$ cat config.mk
export PLATFORM = sky130hd
export DESIGN_NAME = adaptive_sample_rate_pacer
export DESIGN_NICKNAME = d
export VERILOG_FILES = /design/src/hw/rtl/asrp_pkg.sv /design/src/hw/rtl/adaptive_sample_rate_pacer.sv /design/src/hw/rtl/asrp_div.sv /design/src/hw/rtl/asrp_dp.sv /design/src/hw/rtl/asrp_ctrl.sv
export SDC_FILE = /design/constraint.sdc
export NUM_CORES = 1
export LEC_CHECK = 0
export ABC_AREA = 1
export BUFFER_PORTS_ARGS = -buffer_cell sky130_fd_sc_hd__clkbuf_2
export CORE_UTILIZATION = 64
export CTS_CLUSTER_DIAMETER = 200
export DETAILED_ROUTE_END_ITERATION = 10
export PLACE_DENSITY = 0.82
export SLEW_MARGIN = 5
export SYNTH_ARGS = -nofsm -noshare
export SYNTH_HDL_FRONTEND = slang
export SYNTH_SLANG_ARGS = --single-unit
$ cat constraint.sdc
create_clock -name i_clk -period 7.05 [get_ports i_clk]
set_input_delay 1.41 -clock i_clk [delete_from_list [all_inputs] [get_ports i_clk]]
set_output_delay 1.41 -clock i_clk [all_outputs]
set_load 0.02 [all_outputs]
$ cat src/hw/rtl/asrp_pkg.sv
package asrp_pkg;

    localparam int RateW    = 17;
    localparam int SrW      = 16;
    localparam int TickW    = 16;
    localparam int FragW    = 17;
    localparam int FcntW    = 9;
    localparam int CmdW     = 3;
    localparam int BufW     = 25;
    localparam int PendW    = 18;
    localparam int GenW     = 17;
    localparam int ThrW     = 26;
    localparam int DvdW     = 18;
    localparam int DvsW     = 16;
    localparam int CfgIdxW  = 3;
    localparam int CfgDataW = 17;

    localparam int LowerShift = 13;
    localparam int RaiseShift = 12;
    localparam logic [RaiseShift:0] RaiseDiv = 13'd4095;

    localparam logic [CmdW-1:0] CMD_TICK     = 3'd0;
    localparam logic [CmdW-1:0] CMD_LEVEL    = 3'd1;
    localparam logic [CmdW-1:0] CMD_UNDERRUN = 3'd2;
    localparam logic [CmdW-1:0] CMD_UPDATE   = 3'd3;
    localparam logic [CmdW-1:0] CMD_RESTART  = 3'd4;

    localparam logic [CfgIdxW-1:0] CFG_ENABLE        = 3'd0;
    localparam logic [CfgIdxW-1:0] CFG_SAMPLING_RATE = 3'd1;
    localparam logic [CfgIdxW-1:0] CFG_TICK_RATE     = 3'd2;
    localparam logic [CfgIdxW-1:0] CFG_FRAG_SAMPLES  = 3'd3;
    localparam logic [CfgIdxW-1:0] CFG_FRAG_COUNT    = 3'd4;

    localparam logic             RST_ENABLE        = 1'b1;
    localparam logic [SrW-1:0]   RST_SAMPLING_RATE = 16'd44100;
    localparam logic [TickW-1:0] RST_TICK_RATE     = 16'd15700;
    localparam logic [FragW-1:0] RST_FRAG_SAMPLES  = 17'd256;
    localparam logic [FcntW-1:0] RST_FRAG_COUNT    = 9'd16;

    typedef struct packed {
        logic load;
        logic div_start;
        logic mul;
        logic level;
        logic raise;
        logic misc;
        logic tick;
        logic emit;
    } t_dp_cmd;

    typedef struct packed {
        logic enable;
        logic div_done;
        logic under_cond;
    } t_dp_stat;

endpackage

$ cat src/hw/rtl/adaptive_sample_rate_pacer.sv
// Paces sample generation against a tick clock and tracks an adjustable output rate.
// Items are handled one at a time and each enabled item gives one word. A tick runs
// the 18-step shift-subtract divider that forms the tick quotient; a level report
// forms the overrun threshold, checks the level and may then raise the rate; a feed
// underrun raises the rate; force update, restart and unknown commands take the misc
// step. The finished word sits in an output register, so the next item is taken
// while it waits. Disabled, items are dropped. Configuration writes are always ready.
module adaptive_sample_rate_pacer (
    input  logic                          i_clk,
    input  logic                          i_rst_n,
    input  logic                          i_valid,
    output logic                          o_stall,
    input  logic [asrp_pkg::CmdW-1:0]     i_command,
    input  logic [asrp_pkg::BufW-1:0]     i_buffered_samples,
    input  logic                          i_delayed,
    output logic                          o_valid,
    input  logic                          i_stall,
    output logic [asrp_pkg::GenW-1:0]     o_generate_count,
    output logic [asrp_pkg::RateW-1:0]    o_effective_rate,
    output logic                          o_overrun_seen,
    output logic                          o_underrun_seen,
    input  logic                          i_cfg_valid,
    output logic                          o_cfg_ready,
    input  logic [asrp_pkg::CfgIdxW-1:0]  i_cfg_index,
    input  logic [asrp_pkg::CfgDataW-1:0] i_cfg_data
);
    import asrp_pkg::*;

    t_dp_cmd  w_cmd;
    t_dp_stat w_stat;

    assign o_cfg_ready = 1'b1;

    asrp_ctrl u_ctrl (
        .i_clk     (i_clk),
        .i_rst_n   (i_rst_n),
        .i_valid   (i_valid),
        .i_command (i_command),
        .i_stall   (i_stall),
        .i_stat    (w_stat),
        .o_stall   (o_stall),
        .o_valid   (o_valid),
        .o_cmd     (w_cmd)
    );

    asrp_dp u_dp (
        .i_clk              (i_clk),
        .i_rst_n            (i_rst_n),
        .i_cfg_we           (i_cfg_valid),
        .i_cfg_index        (i_cfg_index),
        .i_cfg_data         (i_cfg_data),
        .i_command          (i_command),
        .i_buffered_samples (i_buffered_samples),
        .i_delayed          (i_delayed),
        .i_cmd              (w_cmd),
        .o_stat             (w_stat),
        .o_generate_count   (o_generate_count),
        .o_effective_rate   (o_effective_rate),
        .o_overrun_seen     (o_overrun_seen),
        .o_underrun_seen    (o_underrun_seen)
    );

endmodule

$ cat src/hw/rtl/asrp_div.sv
module asrp_div (
    input  logic                       i_clk,
    input  logic                       i_rst_n,
    input  logic                       i_start,
    input  logic [asrp_pkg::DvdW-1:0]  i_dividend,
    input  logic [asrp_pkg::DvsW-1:0]  i_divisor,
    output logic                       o_done,
    output logic [asrp_pkg::DvdW-1:0]  o_quotient,
    output logic [asrp_pkg::DvsW-1:0]  o_remainder
);
    import asrp_pkg::*;

    localparam int CntW = $clog2(DvdW + 1);

    logic              r_busy;
    logic              r_done;
    logic [CntW-1:0]   r_cnt;
    logic [DvdW-1:0]   r_quo;
    logic [DvsW-1:0]   r_rem;
    logic [DvsW-1:0]   r_div;
    logic [DvsW:0]     w_part;
    logic [DvsW+1:0]   w_diff;
    logic              w_sub;

    always_comb begin
        w_part = {r_rem, r_quo[DvdW-1]};
        w_diff = {1'b0, w_part} - {2'b00, r_div};
        w_sub  = !w_diff[DvsW+1];
    end

    always_ff @(posedge i_clk) begin
        if (!i_rst_n) begin
            r_busy <= 1'b0;
            r_done <= 1'b0;
            r_cnt  <= '0;
        end else begin
            r_done <= 1'b0;
            if (i_start) begin
                r_busy <= 1'b1;
                r_cnt  <= '0;
            end else if (r_busy) begin
                r_cnt <= r_cnt + 1'b1;
                if (r_cnt == CntW'(DvdW - 1)) begin
                    r_busy <= 1'b0;
                    r_done <= 1'b1;
                end
            end
        end
    end

    always_ff @(posedge i_clk) begin
        if (i_start) begin
            r_quo <= i_dividend;
            r_rem <= '0;
            r_div <= i_divisor;
        end else if (r_busy) begin
            r_quo <= {r_quo[DvdW-2:0], w_sub};
            r_rem <= w_sub ? w_diff[DvsW-1:0] : w_part[DvsW-1:0];
        end
    end

    assign o_done      = r_done;
    assign o_quotient  = r_quo;
    assign o_remainder = r_rem;

endmodule

$ cat src/hw/rtl/asrp_dp.sv
module asrp_dp (
    input  logic                          i_clk,
    input  logic                          i_rst_n,
    input  logic                          i_cfg_we,
    input  logic [asrp_pkg::CfgIdxW-1:0]  i_cfg_index,
    input  logic [asrp_pkg::CfgDataW-1:0] i_cfg_data,
    input  logic [asrp_pkg::CmdW-1:0]     i_command,
    input  logic [asrp_pkg::BufW-1:0]     i_buffered_samples,
    input  logic                          i_delayed,
    input  asrp_pkg::t_dp_cmd             i_cmd,
    output asrp_pkg::t_dp_stat            o_stat,
    output logic [asrp_pkg::GenW-1:0]     o_generate_count,
    output logic [asrp_pkg::RateW-1:0]    o_effective_rate,
    output logic                          o_overrun_seen,
    output logic                          o_underrun_seen
);
    import asrp_pkg::*;

    logic              r_enable;
    logic [SrW-1:0]    r_sampling_rate;
    logic [TickW-1:0]  r_tick_rate;
    logic [FragW-1:0]  r_frag_samples;
    logic [FcntW-1:0]  r_frag_count;

    logic [RateW-1:0]  r_rate;
    logic [TickW-1:0]  r_carry;
    logic [PendW-1:0]  r_pend;
    logic              r_flag;

    logic [CmdW-1:0]   r_cmd_code;
    logic [BufW-1:0]   r_buf;
    logic              r_delayed;
    logic [ThrW-1:0]   r_thresh;
    logic [PendW-1:0]  r_gen;
    logic              r_over;
    logic              r_under;

    logic [GenW-1:0]   r_o_gen;
    logic [RateW-1:0]  r_o_rate;
    logic              r_o_over;
    logic              r_o_under;

    logic [DvsW-1:0]   w_divisor;
    logic [DvdW-1:0]   w_dividend;
    logic              w_div_done;
    logic [DvdW-1:0]   w_quo;
    logic [DvsW-1:0]   w_rem;

    logic [PendW:0]    w_sum;
    logic [PendW-1:0]  w_pend_sat;
    logic              w_hit;
    logic [FcntW-1:0]  w_frags;
    logic              w_over;
    logic              w_under;
    logic [4:0]        w_dec;
    logic [RateW-1:0]  w_low;
    logic [RateW-RaiseShift-1:0] w_q0;
    logic [RaiseShift:0]         w_r0;
    logic [5:0]        w_qr;
    logic [RateW:0]    w_raise;
    logic              w_cap_ok;
    logic [FragW:0]    w_frag_twice;

    asrp_div u_div (
        .i_clk       (i_clk),
        .i_rst_n     (i_rst_n),
        .i_start     (i_cmd.div_start),
        .i_dividend  (w_dividend),
        .i_divisor   (w_divisor),
        .o_done      (w_div_done),
        .o_quotient  (w_quo),
        .o_remainder (w_rem)
    );

    always_comb begin
        w_divisor  = (r_tick_rate == '0) ? DvsW'(1) : r_tick_rate;
        w_dividend = {1'b0, r_rate} + {2'b00, r_carry};

        w_sum      = {1'b0, r_pend} + {1'b0, w_quo};
        w_pend_sat = w_sum[PendW] ? {PendW{1'b1}} : w_sum[PendW-1:0];
        w_hit      = r_flag || (w_pend_sat >= {1'b0, r_frag_samples});

        w_frags = (r_frag_count >= FcntW'(2)) ? (r_frag_count - FcntW'(2)) : '0;
        w_over  = ({1'b0, r_buf} > r_thresh);
        w_frag_twice = {r_frag_samples, 1'b0};
        w_under = r_delayed && (r_buf < BufW'(w_frag_twice));

        // The rate times 8191/8192, floored, is the rate less its 8192ths rounded up.
        w_dec = 5'(r_rate[RateW-1:LowerShift]) + 5'(|r_rate[LowerShift-1:0]);
        w_low = r_rate - RateW'(w_dec);

        // The rate times 4096/4095 is the rate plus the rate divided by 4095.
        w_q0    = r_rate[RateW-1:RaiseShift];
        w_r0    = {1'b0, r_rate[RaiseShift-1:0]} + (RaiseShift+1)'(w_q0);
        w_qr    = 6'(w_q0) + 6'(w_r0 >= RaiseDiv);
        w_raise = {1'b0, r_rate} + (RateW+1)'(w_qr) + (RateW+1)'(w_qr == '0);
        w_cap_ok = (w_raise <= {1'b0, r_sampling_rate, 1'b0});
    end

    always_ff @(posedge i_clk) begin
        if (!i_rst_n) begin
            r_enable        <= RST_ENABLE;
            r_sampling_rate <= RST_SAMPLING_RATE;
            r_tick_rate     <= RST_TICK_RATE;
            r_frag_samples  <= RST_FRAG_SAMPLES;
            r_frag_count    <= RST_FRAG_COUNT;
            r_rate          <= {1'b0, RST_SAMPLING_RATE};
            r_carry         <= '0;
            r_pend          <= '0;
            r_flag          <= 1'b0;
        end else begin
            if (i_cfg_we) begin
                unique case (i_cfg_index)
                    CFG_ENABLE:        r_enable        <= i_cfg_data[0];
                    CFG_SAMPLING_RATE: r_sampling_rate <= i_cfg_data[SrW-1:0];
                    CFG_TICK_RATE:     r_tick_rate     <= i_cfg_data[TickW-1:0];
                    CFG_FRAG_SAMPLES:  r_frag_samples  <= i_cfg_data[FragW-1:0];
                    CFG_FRAG_COUNT:    r_frag_count    <= i_cfg_data[FcntW-1:0];
                    default: begin
                    end
                endcase
            end
            if (i_cmd.tick) begin
                r_carry <= w_rem;
                if (w_hit) begin
                    r_pend <= '0;
                    r_flag <= 1'b0;
                end else begin
                    r_pend <= w_pend_sat;
                end
            end else if (i_cmd.level) begin
                r_flag <= 1'b1;
                if (w_over) begin
                    r_rate <= w_low;
                    r_pend <= '0;
                end
            end else if (i_cmd.raise) begin
                r_flag <= 1'b1;
                if (w_cap_ok) begin
                    r_rate <= w_raise[RateW-1:0];
                end
            end else if (i_cmd.misc) begin
                case (r_cmd_code)
                    CMD_UPDATE: r_flag <= 1'b1;
                    CMD_RESTART: begin
                        r_rate  <= {1'b0, r_sampling_rate};
                        r_carry <= '0;
                        r_pend  <= '0;
                        r_flag  <= 1'b0;
                    end
                    default: begin
                    end
                endcase
            end
        end
    end

    always_ff @(posedge i_clk) begin
        if (i_cmd.load) begin
            r_cmd_code <= i_command;
            r_buf      <= i_buffered_samples;
            r_delayed  <= i_delayed;
            r_gen      <= '0;
            r_over     <= 1'b0;
            r_under    <= 1'b0;
        end else if (i_cmd.tick) begin
            if (w_hit) begin
                r_gen <= w_pend_sat;
            end
        end else if (i_cmd.level) begin
            if (w_over) begin
                r_over <= 1'b1;
            end
        end else if (i_cmd.raise) begin
            r_gen   <= {1'b0, r_frag_samples};
            r_under <= 1'b1;
        end
        if (i_cmd.mul) begin
            r_thresh <= {{(ThrW-FcntW){1'b0}}, w_frags} * {{(ThrW-FragW){1'b0}}, r_frag_samples};
        end
        if (i_cmd.emit) begin
            r_o_gen   <= r_gen[PendW-1] ? {GenW{1'b1}} : r_gen[GenW-1:0];
            r_o_rate  <= r_rate;
            r_o_over  <= r_over;
            r_o_under <= r_under;
        end
    end

    assign o_stat.enable     = r_enable;
    assign o_stat.div_done   = w_div_done;
    assign o_stat.under_cond = w_under;

    assign o_generate_count = r_o_gen;
    assign o_effective_rate = r_o_rate;
    assign o_overrun_seen   = r_o_over;
    assign o_underrun_seen  = r_o_under;

endmodule

$ cat src/hw/rtl/asrp_ctrl.sv
module asrp_ctrl (
    input  logic                      i_clk,
    input  logic                      i_rst_n,
    input  logic                      i_valid,
    input  logic [asrp_pkg::CmdW-1:0] i_command,
    input  logic                      i_stall,
    input  asrp_pkg::t_dp_stat        i_stat,
    output logic                      o_stall,
    output logic                      o_valid,
    output asrp_pkg::t_dp_cmd         o_cmd
);
    import asrp_pkg::*;

    localparam logic [3:0] S_IDLE  = 4'd0;
    localparam logic [3:0] S_DIVS  = 4'd1;
    localparam logic [3:0] S_DIVW  = 4'd2;
    localparam logic [3:0] S_TICK  = 4'd3;
    localparam logic [3:0] S_MUL   = 4'd4;
    localparam logic [3:0] S_LEVEL = 4'd5;
    localparam logic [3:0] S_RAISE = 4'd6;
    localparam logic [3:0] S_MISC  = 4'd7;
    localparam logic [3:0] S_EMIT  = 4'd8;

    logic [3:0] r_state;
    logic [3:0] n_state;
    logic       r_valid;
    logic       n_valid;

    always_comb begin
        n_state = r_state;
        n_valid = r_valid && i_stall;
        o_cmd   = '0;
        unique case (r_state)
            S_IDLE: begin
                if (i_valid) begin
                    o_cmd.load = 1'b1;
                    if (i_stat.enable) begin
                        case (i_command)
                            CMD_TICK:     n_state = S_DIVS;
                            CMD_LEVEL:    n_state = S_MUL;
                            CMD_UNDERRUN: n_state = S_RAISE;
                            default:      n_state = S_MISC;
                        endcase
                    end
                end
            end
            S_DIVS: begin
                o_cmd.div_start = 1'b1;
                n_state = S_DIVW;
            end
            S_DIVW: begin
                if (i_stat.div_done) begin
                    n_state = S_TICK;
                end
            end
            S_TICK: begin
                o_cmd.tick = 1'b1;
                n_state = S_EMIT;
            end
            S_MUL: begin
                o_cmd.mul = 1'b1;
                n_state = S_LEVEL;
            end
            S_LEVEL: begin
                o_cmd.level = 1'b1;
                n_state = i_stat.under_cond ? S_RAISE : S_EMIT;
            end
            S_RAISE: begin
                o_cmd.raise = 1'b1;
                n_state = S_EMIT;
            end
            S_MISC: begin
                o_cmd.misc = 1'b1;
                n_state = S_EMIT;
            end
            S_EMIT: begin
                if (!r_valid || !i_stall) begin
                    o_cmd.emit = 1'b1;
                    n_valid = 1'b1;
                    n_state = S_IDLE;
                end
            end
            default: n_state = S_IDLE;
        endcase
    end

    always_ff @(posedge i_clk) begin
        if (!i_rst_n) begin
            r_state <= S_IDLE;
            r_valid <= 1'b0;
        end else begin
            r_state <= n_state;
            r_valid <= n_valid;
        end
    end

    assign o_stall = (r_state != S_IDLE);
    assign o_valid = r_valid;

endmodule

Word-level counts from Yosys, hierarchy flattened

Index checks and enable logic that the tools add are counted.

Bits of input ports: 54
Output and inout port bits: 39
Register bits: 284
Word-level logic and storage cells: 174

Magnitude comparators: 6
Equality and inequality tests: 28
Bitwise operators: 4
Add/subtract/negate cells: 11
Muxes and demuxes: 56
Multiply operators: 1
Reductions and logical operators: 40

Operator list:

| cell                   | number |
|---|---|
| $mux W18               | 14 |
| $mux W17               | 6 |
| $mux W16               | 6 |
| $pmux W4 S7            | 1 |
| $gt A25 B26 Y1         | 1 |
| $mul A9 B17 Y26        | 1 |
| $lt A25 B18 Y1         | 1 |
| $mux W1                | 21 |
| $mux W4                | 5 |
| $add A18 B18 Y19       | 1 |
| $add A17 B16 Y18       | 1 |
| $add A17 B6 Y18        | 1 |
| $add A18 B1 Y18        | 1 |
| $ge A18 B17 Y1         | 1 |
| $le A18 B17 Y1         | 1 |
| $sub A17 B16 Y18       | 1 |
| $sub A17 B5 Y17        | 1 |
| $eq A4 B3 Y1 const B   | 4 |
| $logic_not A16 Y1      | 1 |
| $add A12 B5 Y13        | 1 |
| $ge A13 B12 Y1 const B | 1 |
| $reduce_or A13 Y1      | 1 |
| $eq A3 B2 Y1 const B   | 4 |
| $reduce_and A3 Y1      | 4 |
| other kinds (34)       | 66 |

Longest topological paths before layout

Depth after elaboration: 9
Depth in mapped cells: 41
Gate-level depth less buffers: 41

By module

A second synthesis with hierarchy kept.

Cell total of the unflattened synthesis: 2819
Area total of the unflattened synthesis: 21768.4 um^2

By module, submodules not included:

| module                     | instances | cells each | area an instance (um^2) |
|---|---|---|---|
| asrp_dp                    | 1         | 2302       | 17948.5 |
| asrp_div                   | 1         | 448        | 3413.3 |
| asrp_ctrl                  | 1         | 67         | 395.4 |
| adaptive_sample_rate_pacer | 1         | 2          | 11.3 |

Worst setup path after synthesis

Ideal clock, no wire load.

Path kind: register -> register
Start: register u_dp.r_rate[1]
End: register u_dp.r_rate[1]
Cell stages (with the launch flop): 36
Setup slack: 1.273 ns
Buffers on the path: 1
Arrival: 5.662 ns
Setup time: 0.116 ns
Period minus slack after synthesis: 5.777 ns
Cell sequence: dfxtp_1 inv_1 fa_1 or3b_2 o41ai_1 o2111ai_1 nor2_1 ha_1 ha_1 nand2_1 xor2_1 nor4_1 nand2_1 fa_1 inv_1 fa_1 nand3_1 nand2_1 nand2_1 o21ai_1 nand2_1 nor2_1 nor2_1 a21oi_1 inv_1 ha_1 nand2_1 inv_1 nand4_1 nor2_1 nand3_1 nand3_1 nand3_2 buf_4 a21oi_1 nor2_1

Cells in the longest elaborated chain, start to end: 8
Elaborated cells on any way between the ends: 16
Those cells by class: add/sub (6); order compare (2); eq/ne (1); mux (4); reduce/logical (3)

Ends and longest elaborated chain:

| element                                                               | line                          | source |
|---|---|---|
| start: declaration                                                    | asrp_dp.sv:25                 | `logic [RateW-1:0] r_rate;` |
| start signal: assignment                                              | asrp_dp.sv:107                | `r_rate <= {1'b0, RST_SAMPLING_RATE};` |
| start signal: assignment                                              | asrp_dp.sv:134                | `r_rate <= w_low;` |
| start signal: assignment                                              | asrp_dp.sv:140                | `r_rate <= w_raise[RateW-1:0];` |
| $add A12 B5 Y13                                                       | asrp_dp.sv:94                 | `w_r0 = {1'b0, r_rate[RaiseShift-1:0]} + (RaiseShift+1)'(w_q0);` |
| $ge A13 B12 Y1                                                        | asrp_dp.sv:95                 | `w_qr = 6'(w_q0) + 6'(w_r0 >= RaiseDiv);` |
| $add A5 B1 Y6                                                         | asrp_dp.sv:95                 |  |
| $add A17 B6 Y18 / $logic_not A6 Y1 (equally long branches)            | asrp_dp.sv:96                 | `w_raise = {1'b0, r_rate} + (RateW+1)'(w_qr) + (RateW+1)'(w_qr == '0);` |
| $add A18 B1 Y18                                                       | asrp_dp.sv:96                 |  |
| $le A18 B17 Y1 / $mux W17 (equally long branches)                     | asrp_dp.sv:97, asrp_dp.sv:139 |  |
| $ne A3 B1 Y1 (no source line) / $mux W17 (equally long branches)      | --                            |  |
| $reduce_and A5 Y1 (no source line) / $mux W17 (equally long branches) | --                            |  |

Parallel ways exist; a longest one is shown, timed or not. The select of a mux whose other input is x is not followed.
A chain may end at the register's enable or synchronous reset.

Worst setup path in the final report

Start: register u_dp.r_frag_count[5]
End: register u_dp.r_thresh[21] (data pin)

Cells in the longest elaborated chain, start to end: 3
Elaborated cells on any way between the ends: 4
Those cells by class: add/sub (1); mul (1); order compare (1); mux (1)

Ends and longest elaborated chain:

| element                                              | line           | source |
|---|---|---|
| start: declaration                                   | asrp_dp.sv:23  | `logic [FcntW-1:0] r_frag_count;` |
| start signal: assignment                             | asrp_dp.sv:118 | `CFG_FRAG_COUNT: r_frag_count <= i_cfg_data[FcntW-1:0];` |
| $sub A9 B2 Y9 / $ge A9 B2 Y1 (equally long branches) | asrp_dp.sv:83  | `w_frags = (r_frag_count >= FcntW'(2)) ? (r_frag_count - FcntW'(2)) : '0;` |
| $mux W9 (*)                                          | asrp_dp.sv:83  |  |
| $mul A9 B17 Y26 (*)                                  | asrp_dp.sv:179 | `r_thresh <= {{(ThrW-FcntW){1'b0}}, w_frags} * {{(ThrW-FragW){1'b0}}, r_frag_samples};` |
| end signal: assignment                               | asrp_dp.sv:179 |  |
| end: declaration                                     | asrp_dp.sv:33  | `logic [ThrW-1:0] r_thresh;` |

Mark *: on every way between the ends. The rest lies on a longest branch, timed or not.

==> metrics <==
Post-synth EDFFs=~130; Arr. time, crit path=6.86 ns; warning count from the yosys run=0; Post-CTS Setup Bufs=0; Layout Cells excl Fill=~3200; Syn Inst Count=2713; Max rail drop VDD=between 0.3 and 0.4 mV; antenna cells=0; Inst Count DP=3177; worst path required time=between 7 and 8 ns; GRT overflow=0; HP Class=flop to flop; Storage cell area=just under 0.007 sq mm; sw power=between 2 and 3 mW; final net count=around 3100; layout cells sized above 1=7.618%; CTS HTree Levels=2; initial antenna violation count=1; sequential share of power=between 30% and 40%; Post-DP Area=0.02216 sq mm; first drt pass iteration count=5; GPL Wtd Cong=about 1.0; Total GRT Usage=about 37%; worst slew margin relative to its limit=16.99%; CP Launch Type=flop; area grow syn2layout=9.080%; # hold bufs at CTS=0; Synth Cell Area=between 0.02 and 0.025 sq mm; top cells by area, synth=edfxtp_1 18%, dfxtp_1 15%, ha_1 11%; total power=between 6 and 7 mW; commonest non-fill, non-tap cell in the layout=nand2_1; Post-Route Setup TNS=0 ns; Logic pwr share=around two fifths; initial core utilization=between 60% and 70%; Worst Tran Pin Value=1.241 ns; Leak=11.23 nW; DR iter-0 viols=roughly 1700; Mapped Nets=approximately 3000; final hold violations=0; number of distinct library cells after synthesis=56; FMAX=approximately 150 MHz; PortBufs=91; # IOs=93; final critical-path share of the clock period=a little over nine tenths; CTS tree=done; max-cap violations=0; highest-count cells in the layout ignoring fill and taps=547 x nand2_1, 379 x inv_1, 278 x nor2_1; first-pass GRT wire length=96480 um; Synth Area per Inst=a little under 8 sq um; Filler cells=approximately 2700; Slew Viols, Final=0; total number of vias=around 19000; antenna viol nets, final=0; post-DP HPWL=46970 um; status=completed; die area=around 0.034 sq mm; CP Capture Type=flop; Skew-Pair Late Insertion Delay=~0.53 ns; skew final=~0.019 ns; top cell type's share of synthesized area=between 10% and 20%; Rows=66; Post-synth ARST share=0%; critical path class=flop to flop; Pint=approximately 4 mW; clock power share=26.5%; CTS buffer count=34; average wire per standard cell=about 19 um; Clock Tree Root=clkbuf_16; PostCTS Resize Cnt=0; WL final=a little over 60000 um; vias in the first global route=18545; Post-synth top flop=dfxtp_1; post-route minimum period=~6.6 ns; CTS sink count=284; switching part of the total=between 30 and 40%; RSZ-0062 raised after global routing=no; Final setup viols=0; post-synthesis sequential area ratio=about a third; Synth Register Bits=between 200 and 300; clk slew on worst S/H paths=~0.060 ns; total power density per cell area=between 200 and 300 mW/mm^2; largest net degree at the start of global routing=a little under 80; clock tree buffer depth=3; worst-path fanout max=15; core area=about 0.033 sq mm; Die X=approximately 180 um; DRC violations left=0; biggest area consumer among synthesized cells=edfxtp_1; multi-input combinational cell area=around 0.013 sq mm; die span in y=~180 um; fin area=between 0.02 and 0.025 sq mm; Via-to-Cell Ratio=between 5 and 6
[power by group through the flow]
stage / clock network, mW / registers [mW] / logic (mW)
2_1_floorplan: 0 / 2.29 / 1.79
3_3_place_gp: 0 / 2.36 / 2.37
3_5_place_dp: 0 / 2.37 / 2.46
4_1_cts: 1.78 / 2.34 / 2.49
5_1_grt: 1.84 / 2.37 / 2.83
6_report: 1.76 / 2.35 / 2.53
[through the flow]
stage	hold WS (ns)	utilization [%]	setup WS, ns
after floorplan	0.4030	-	1.273
after global placement	0.4165	67.76	0.8305
after detailed placement	0.4199	67.76	0.4140
after CTS	0.4307	71.14	0.3822
after global routing	0.4399	71.20	0.01134
final	0.4266	71.20	0.4394
[registers in the layout, indices dropped and copies added (netlist names), 16 cells and up]
register	flops
u_dp.o_effective_rate	17
u_dp.u_div.o_quotient	18
u_dp.r_buf	25
u_dp.r_frag_samples	17
u_dp.r_thresh	26
u_dp.r_gen	18
u_dp.r_sampling_rate	16
u_dp.r_carry	16
u_dp.r_tick_rate	16
u_dp.u_div.o_remainder	16
u_dp.u_div.r_div	16
u_dp.r_rate	17
u_dp.r_pend	18
u_dp.o_generate_count	17
[final cells by class]
| cell class | count | share of cell area, % |
|---|---|---|
| Clock buffer | 46 | 4.160 |
| Inverter | 394 | 6.352 |
| Sequential cell | 284 | 29.80 |
| Tap cell | 442 | 2.375 |
| Clock inverter | 15 | 0.5858 |
| Multi-Input combinational cell | 1939 | 53.89 |
| Timing Repair Buffer | 118 | 2.843 |
[worst paths after layout]
check | slack (ns) | cells after the start | to | from
min reg2reg | 0.43 | 0 | u_dp.u_div.r_div[8] | u_dp.r_tick_rate[8]
max | 0.44 | 23 | u_dp.r_thresh[21] | u_dp.r_frag_count[5]
min | 0.43 | 0 | u_dp.u_div.r_div[8] | u_dp.r_tick_rate[8]
max reg2reg | 0.44 | 23 | u_dp.r_thresh[21] | u_dp.r_frag_count[5]
[synthesized netlist by cell type, types with 5 or more instances]
cell and count:
a21o_1 6, a21oi_1 239, a22oi_1 16, a31oi_1 10, buf_1 7, buf_2 18
clkbuf_1 63, clkinv_1 8, dfxtp_1 159, edfxtp_1 125, fa_1 114, ha_1 192
inv_1 379, inv_2 7, nand2_1 547, nand3_1 116, nand3b_1 12, nand4_1 33
nor2_1 281, nor3_1 29, nor4_1 15, o2111ai_1 5, o211ai_1 24, o21a_1 5
o21ai_0 162, o21ai_1 6, o21bai_1 8, or2_2 10, xnor2_1 22, xor2_1 44
[cells by family after synthesis]
logic type | Yosys count | synth area share (%)
xor gates and xnor gates | 66 | 2.708
buffers and inverters | 490 | 8.934
and+or+nand+nor | 1064 | 20.97
AOI/OAI and AO/OA | 501 | 12.88
muxes | 1 | 0.04690
other | 1 | 0.01757
adders and majority gates | 306 | 21.95
DFF | 284 | 32.50
[layer usage]
layer / vias up / track usage, % / share of wire [%]
li1: 9027 / - / -
met1: 9041 / 47.94 / 40
met2: 908 / 60.33 / 47
met3: 191 / 6.837 / 9.2
met4: 0 / 13.85 / 3.8
met5: - / 0 / 0
[worst max-delay path: stages (launching register included)]
cell      delay (ns)
dfxtp_1         0.34
nor2_1          0.15
inv_1           0.08
nor3_2          0.14
inv_1           0.08
nor4_1          0.25
nand3b_1        0.23
nand3_1         0.15
inv_1           0.40
nand2_1         0.15
fa_1            0.53
fa_1            0.55
inv_1           0.06
fa_1            0.51
fa_1            0.51
ha_1            0.38
a21o_1          0.20
a21oi_1         0.26
nand2_1         0.16
a21boi_1        0.36
o21ai_0         0.24
a21oi_1         0.25
o21ai_0         0.15
xor2_1          0.18
Power figures use the tool's default switching activity.
